File: src/hdl/swseg_pkg.sv
package swseg_pkg;

  localparam int WINDOW_DEPTH_DEF = 256;
  localparam int SAMPLE_W         = 16;
  localparam int INDEX_W          = 32;
  localparam int THR_W            = 21;
  localparam logic [THR_W-1:0] THR_RESET = 21'd16;

  // controller states
  typedef enum logic [2:0] {
    ST_IDLE,
    ST_SETUP,
    ST_START,
    ST_SCAN,
    ST_COMMIT
  } seg_state_t;

  // commands from controller to datapath
  typedef struct packed {
    logic accept;
    logic setup;
    logic start;
    logic commit;
  } ctrl_cmd_t;

  // status from datapath to controller
  typedef struct packed {
    logic scan_done;
    logic room;
  } dp_status_t;

  // one breakpoint transaction
  typedef struct packed {
    logic [INDEX_W-1:0] brk_index;
    logic               forced;
    logic               last;
  } result_t;

endpackage

File: src/hdl/swseg_ctrl.sv
module swseg_ctrl (
  input  logic                  clk,
  input  logic                  rst,
  input  logic                  s_tvalid,
  output logic                  s_tready,
  input  swseg_pkg::dp_status_t status,
  output swseg_pkg::ctrl_cmd_t  cmd
);
  import swseg_pkg::*;

  seg_state_t state;
  seg_state_t state_next;

  // state register
  always_ff @(posedge clk) begin
    if (rst) begin
      state <= ST_IDLE;
    end else begin
      state <= state_next;
    end
  end

  // next state
  always_comb begin
    state_next = state;
    unique case (state)
      ST_IDLE: begin
        if (s_tvalid) begin
          state_next = ST_SETUP;
        end
      end
      ST_SETUP: state_next = ST_START;
      ST_START: state_next = ST_SCAN;
      ST_SCAN: begin
        if (status.scan_done) begin
          state_next = ST_COMMIT;
        end
      end
      ST_COMMIT: begin
        if (status.room) begin
          state_next = ST_IDLE;
        end
      end
      default: state_next = ST_IDLE;
    endcase
  end

  // commands
  always_comb begin
    s_tready   = 1'b0;
    cmd        = '0;
    unique case (state)
      ST_IDLE: begin
        s_tready   = 1'b1;
        cmd.accept = s_tvalid;
      end
      ST_SETUP:  cmd.setup  = 1'b1;
      ST_START:  cmd.start  = 1'b1;
      ST_SCAN:   cmd        = '0;
      ST_COMMIT: cmd.commit = status.room;
      default:   cmd        = '0;
    endcase
  end

endmodule

File: config.mk
export PLATFORM = sky130hd
export DESIGN_NAME = swseg_ctrl
export DESIGN_NICKNAME = d
export VERILOG_FILES = /design/src/hdl/swseg_pkg.sv /design/src/hdl/swseg_ctrl.sv
export SDC_FILE = /design/constraint.sdc
export NUM_CORES = 1
export LEC_CHECK = 0
export BUFFER_PORTS_ARGS = -buffer_cell sky130_fd_sc_hd__clkbuf_2
export CORE_AREA = 2 2 39 41
export CTS_CLUSTER_DIAMETER = 50
export DETAILED_ROUTE_END_ITERATION = 8
export DIE_AREA = 0 0 41 43
export GPL_TIMING_DRIVEN = 0
export PLACE_DENSITY_LB_ADDON = 0.3
export SETUP_SLACK_MARGIN = 0.3
export SYNTH_ARGS = -nofsm -noshare
export SYNTH_HDL_FRONTEND = slang
export SYNTH_SLANG_ARGS = --single-unit
export TNS_END_PERCENT = 1
File: constraint.sdc
create_clock -name clk -period 2.35 [get_ports clk]
set_input_delay 0.47 -clock clk [delete_from_list [all_inputs] [get_ports clk]]
set_output_delay 0.47 -clock clk [all_outputs]
set_load 0.02 [all_outputs]
* Word level (Yosys, flattened, before mapping)
Cells that the tools add are included.
Operators by class: eq/ne operators 7, mux-type cells 9, reductions and logical operators 2
Operator list (number):
- 3-bit one-hot mux with 5 select lines | 1
- 3-bit 2-to-1 mux | 3
- 3-bit by 2-bit == test with 1-bit output, second input constant | 2
- 2-bit != test, second input constant | 3
- 1-bit 2-to-1 mux | 5
- 3-bit by 1-bit == test with 1-bit output, second input constant | 1
- 3-bit == test, second input constant | 1
- 3-bit zero test | 1
- 3-bit AND reduction | 1
Storage, ports and cells: bits in registers 3, input bits 5, output and inout port bits 5, word-level logic and storage cells 19

* Logic depth before layout (Yosys ltp)
word-level depth 3, depth in mapped cells 3, gate-level depth less buffers 2

* Worst setup path before layout
OpenSTA, ideal clock, no wires.
path kind flip-flop to output port, start point register state[0], end point output port cmd[3] (netlist name), data arrival time 1036 ps, required time 1880 ps, slack 844 ps, cell stages (with the launch flop) 4, buffers on the path 1, path through dfxtp_1 -> buf_6 -> nand2b_2 -> nor3_1
RTL lines:
- start, declared | RTL line swseg_ctrl.sv:11 | seg_state_t state;
- start signal, assigned | RTL line swseg_ctrl.sv:19 | state <= state_next;
- end, declared | RTL line swseg_ctrl.sv:7 | output swseg_pkg::ctrl_cmd_t cmd

==> results summary <==
The run finished with clean final reports. The mapped cell area is roughly 170 um^2. Setup repair after global routing left no endpoint under its margin. The first-iteration detailed-routing DRC count is 3. The critical path in this run is classified as reg -> out.

The count of standard-cell rows came out at 14. After layout, the worst path uses approximately 70% of the clock period. The register with the most flip-flops in the final layout is state. During synthesis, Yosys emitted a total of 0 warnings. The clock net sink count is 3. The switching power share of the total came out at roughly 28%.

In this run the worst hold path is classified as in -> reg. The top-level port count is 10. The depth of the CTS H-tree came out at 1. The pin count of the biggest net entering global routing came out at 10.

In the routed layout, each cell is associated on average with a via count of between 3 and 4. The highest fanout seen on the critical path is 9. The sequential share of power came out at a little under a third. From synthesis to final layout, the design area changed by 52.5%.

The maximum clock path buffer count came out at 2. The number of synthesized register bits came out at 3. The sum of negative setup slack is 0 ns.

The static leakage came out at 0.124 nW. The register area share after synthesis is about 35%. The vias after detailed routing came out at about 180.

The fraction of layout cells with a size suffix above 1 came out at between 40% and 50%. Setup violations remaining at the end of the flow were counted as 0. From left edge to right edge, the die measures between 40 and 50 um. The largest registers in the layout are state (3). The placeable core area came out at roughly 1400 um^2.

The flip-flop count of the largest register, all copies and words added is 3. The cell depth of the worst min-delay path came out at 2. The CTS tree is built.

By area the synthesized netlist is led by dfxtp_1, nor3b_1, and3_1. The aggregate global-route resource usage is roughly 6.3%. The number of gates resized after cts came out at 0. The final worst clock skew came out at 0.000442 ns.

From bottom edge to top edge, the die measures approximately 43 um. The total inserted antenna cells is 0. The area of the die came out at between 1500 and 2000 um^2. Among all flip-flop cells after synthesis, the most frequent one is dfxtp_1. After detailed routing, the average wire length per cell comes to 8.40 um. The total number of nets in the final design is 38. The utilization after layout is between 10% and 20%.

The peak ir drop on the vdd network came out at approximately 160 uV. The share of async-settable or async-resettable flops after synthesis came out at 0%. The finished layout holds 48 standard cells, fillers aside. Once placement completed, the tool counted placed cells totaling 44. The post-synthesis area per instance came out at a little over 9 um^2. The internal power contribution is 137 uW. The count of unique library cells instantiated by Yosys came out at 14.

The number of port buffers came out at 9. In this run, post-CTS hold repair placed 0 buffers. The clock insertion delay at the later pin of the skew report came out at 0.23 ns. The number of standard cells after synthesis is 19. The max-cap violation count is 0. The via count of the first global-routing pass came to 175.

The sum of overflow across all layers after global routing came out at 0. The number of hold-slack violations in the final timing report is 0. The remaining design rule violation count came out at 0. The first-pass detailed-route iteration total came out at 2. The endpoint type of the worst setup path is a primary output. The routability congestion estimate from global placement is 0.662. The minimum clock period after layout came out at about 1.6 ns. The worst endpoint required time is approximately 1.9 ns. The master cell of the clock root buffer is clkbuf_4.

The slew of the pin with the lowest slew margin is around 0.24 ns. The power per standard cell area came out at 718 nW/um^2. The worst register-to-register path has a depth of 3. The number of buffers added by the clock tree synthesis step is 3. Timing would allow up to just over 600 MHz. The final number of max-transition violations came to 0. The most area-hungry cell type in the Yosys netlist is dfxtp_1. Clock-pin slew was measured on the worst setup and hold paths at about 0.04 ns.

The buffer count from post-CTS setup fixing came out at 0. The proportion of netlist area held by the largest area contributor came out at 34.5%. The layout filler cell count is 161.

In this run the power spent charging and discharging nets is 53.3 uW. The detailed-placement wirelength estimate came out at between 300 and 400 um. The final antenna-violating net count came out at 0.

The initial standard-cell utilization of the core is between 10% and 20%. Among all cell types in the netlist, the one instantiated most often is dfxtp_1. The initial antenna violation count is 0. The clock share of power came out at a little under half. The part of the total power dissipated in combinational logic came out at approximately 22%. STA classifies the critical path startpoint as a flip-flop.

The critical path data arrival time came out at 1.14 ns. The commonest cells after synthesis are dfxtp_1, and3_1, nor3_1, nor3b_1. The first global-routing pass estimated 683 um of wire.

The synthesized design contains 0 enable-type register cells. The synthesized netlist net count is 24. Measured against its own limit, the worst slew margin works out to between 80% and 90%. The wire length after detailed routing is 403 um.
## path summary, 6_finish.rpt
check | start | endpoint | slack [ns]
hold reg to reg | state[1] | state[2] | 0.58
hold / removal | rst | state[2] | 0.44
setup reg to reg | state[0] | state[2] | 1.23
setup / recovery | state[0] | cmd[3] | 0.74
## per-stage QoR
stage | power, mW | hold slack [ns] | setup slack, ns | instance area (um^2)
after global placement | 0.103 | 0.586 | 0.950 | 239
after CTS | 0.196 | 0.435 | 0.723 | 265
final | 0.190 | 0.445 | 0.740 | 265
after global routing | 0.205 | 0.446 | 0.677 | 265
after detailed placement | 0.103 | 0.581 | 0.952 | 239
after floorplan | 0.0875 | 0.525 | 0.844 | 174
## worst max-delay path, stage by stage (launching register included)
cell and delay (ns):
dfxtp_1 0.29, buf_6 0.12, nand2b_2 0.17, nor3_1 0.12, clkbuf_2 0.19
## cells in the final DEF (no fill, tap or decap), drive strengths merged
master  instances
nor4            1
clkbuf         13
nand4b          1
or4b            1
nor3            2
dfxtp           3
a21bo           1
a21oi           1
a211oi          1
nor3b           2
nand2b          1
and3            2
buf             2
nor2            1
## power by group through the flow
stage / sequential, mW / combinational, mW / clock [mW]
finish: 0.0588 / 0.0426 / 0.0890
global route: 0.0595 / 0.0464 / 0.0991
CTS: 0.0591 / 0.0431 / 0.0938
detailed placement: 0.0598 / 0.0430 / 0
global placement: 0.0599 / 0.0431 / 0
floorplan: 0.0587 / 0.0288 / 0
## cell families after synthesis
group	count (synthesis)	synth area share, %
simple gates	11	43.2
buf+inv	2	9.35
flops	3	34.5
compound gates	3	12.9
## layout make-up
type	instances	area, um^2	share of cell area, %
multi-input combinational	14	97.6	36.8
sequential	3	60.1	22.6
timing repair buffer	9	45.0	17.0
clock buffer	4	26.3	9.91
tap	16	20.0	7.55
buffer	2	16.3	6.13
## per-layer routing
layer	up-vias	global-route usage (%)	share of wire [%]	wire length, um
li1	97	-	-	-
met1	81	6.71	51	204
met2	6	7.50	41	164
met3	0	6.28	8.2	33
met4	0	4.00	0	0
met5	-	0	0	0
(Power assumes the default switching activity.)
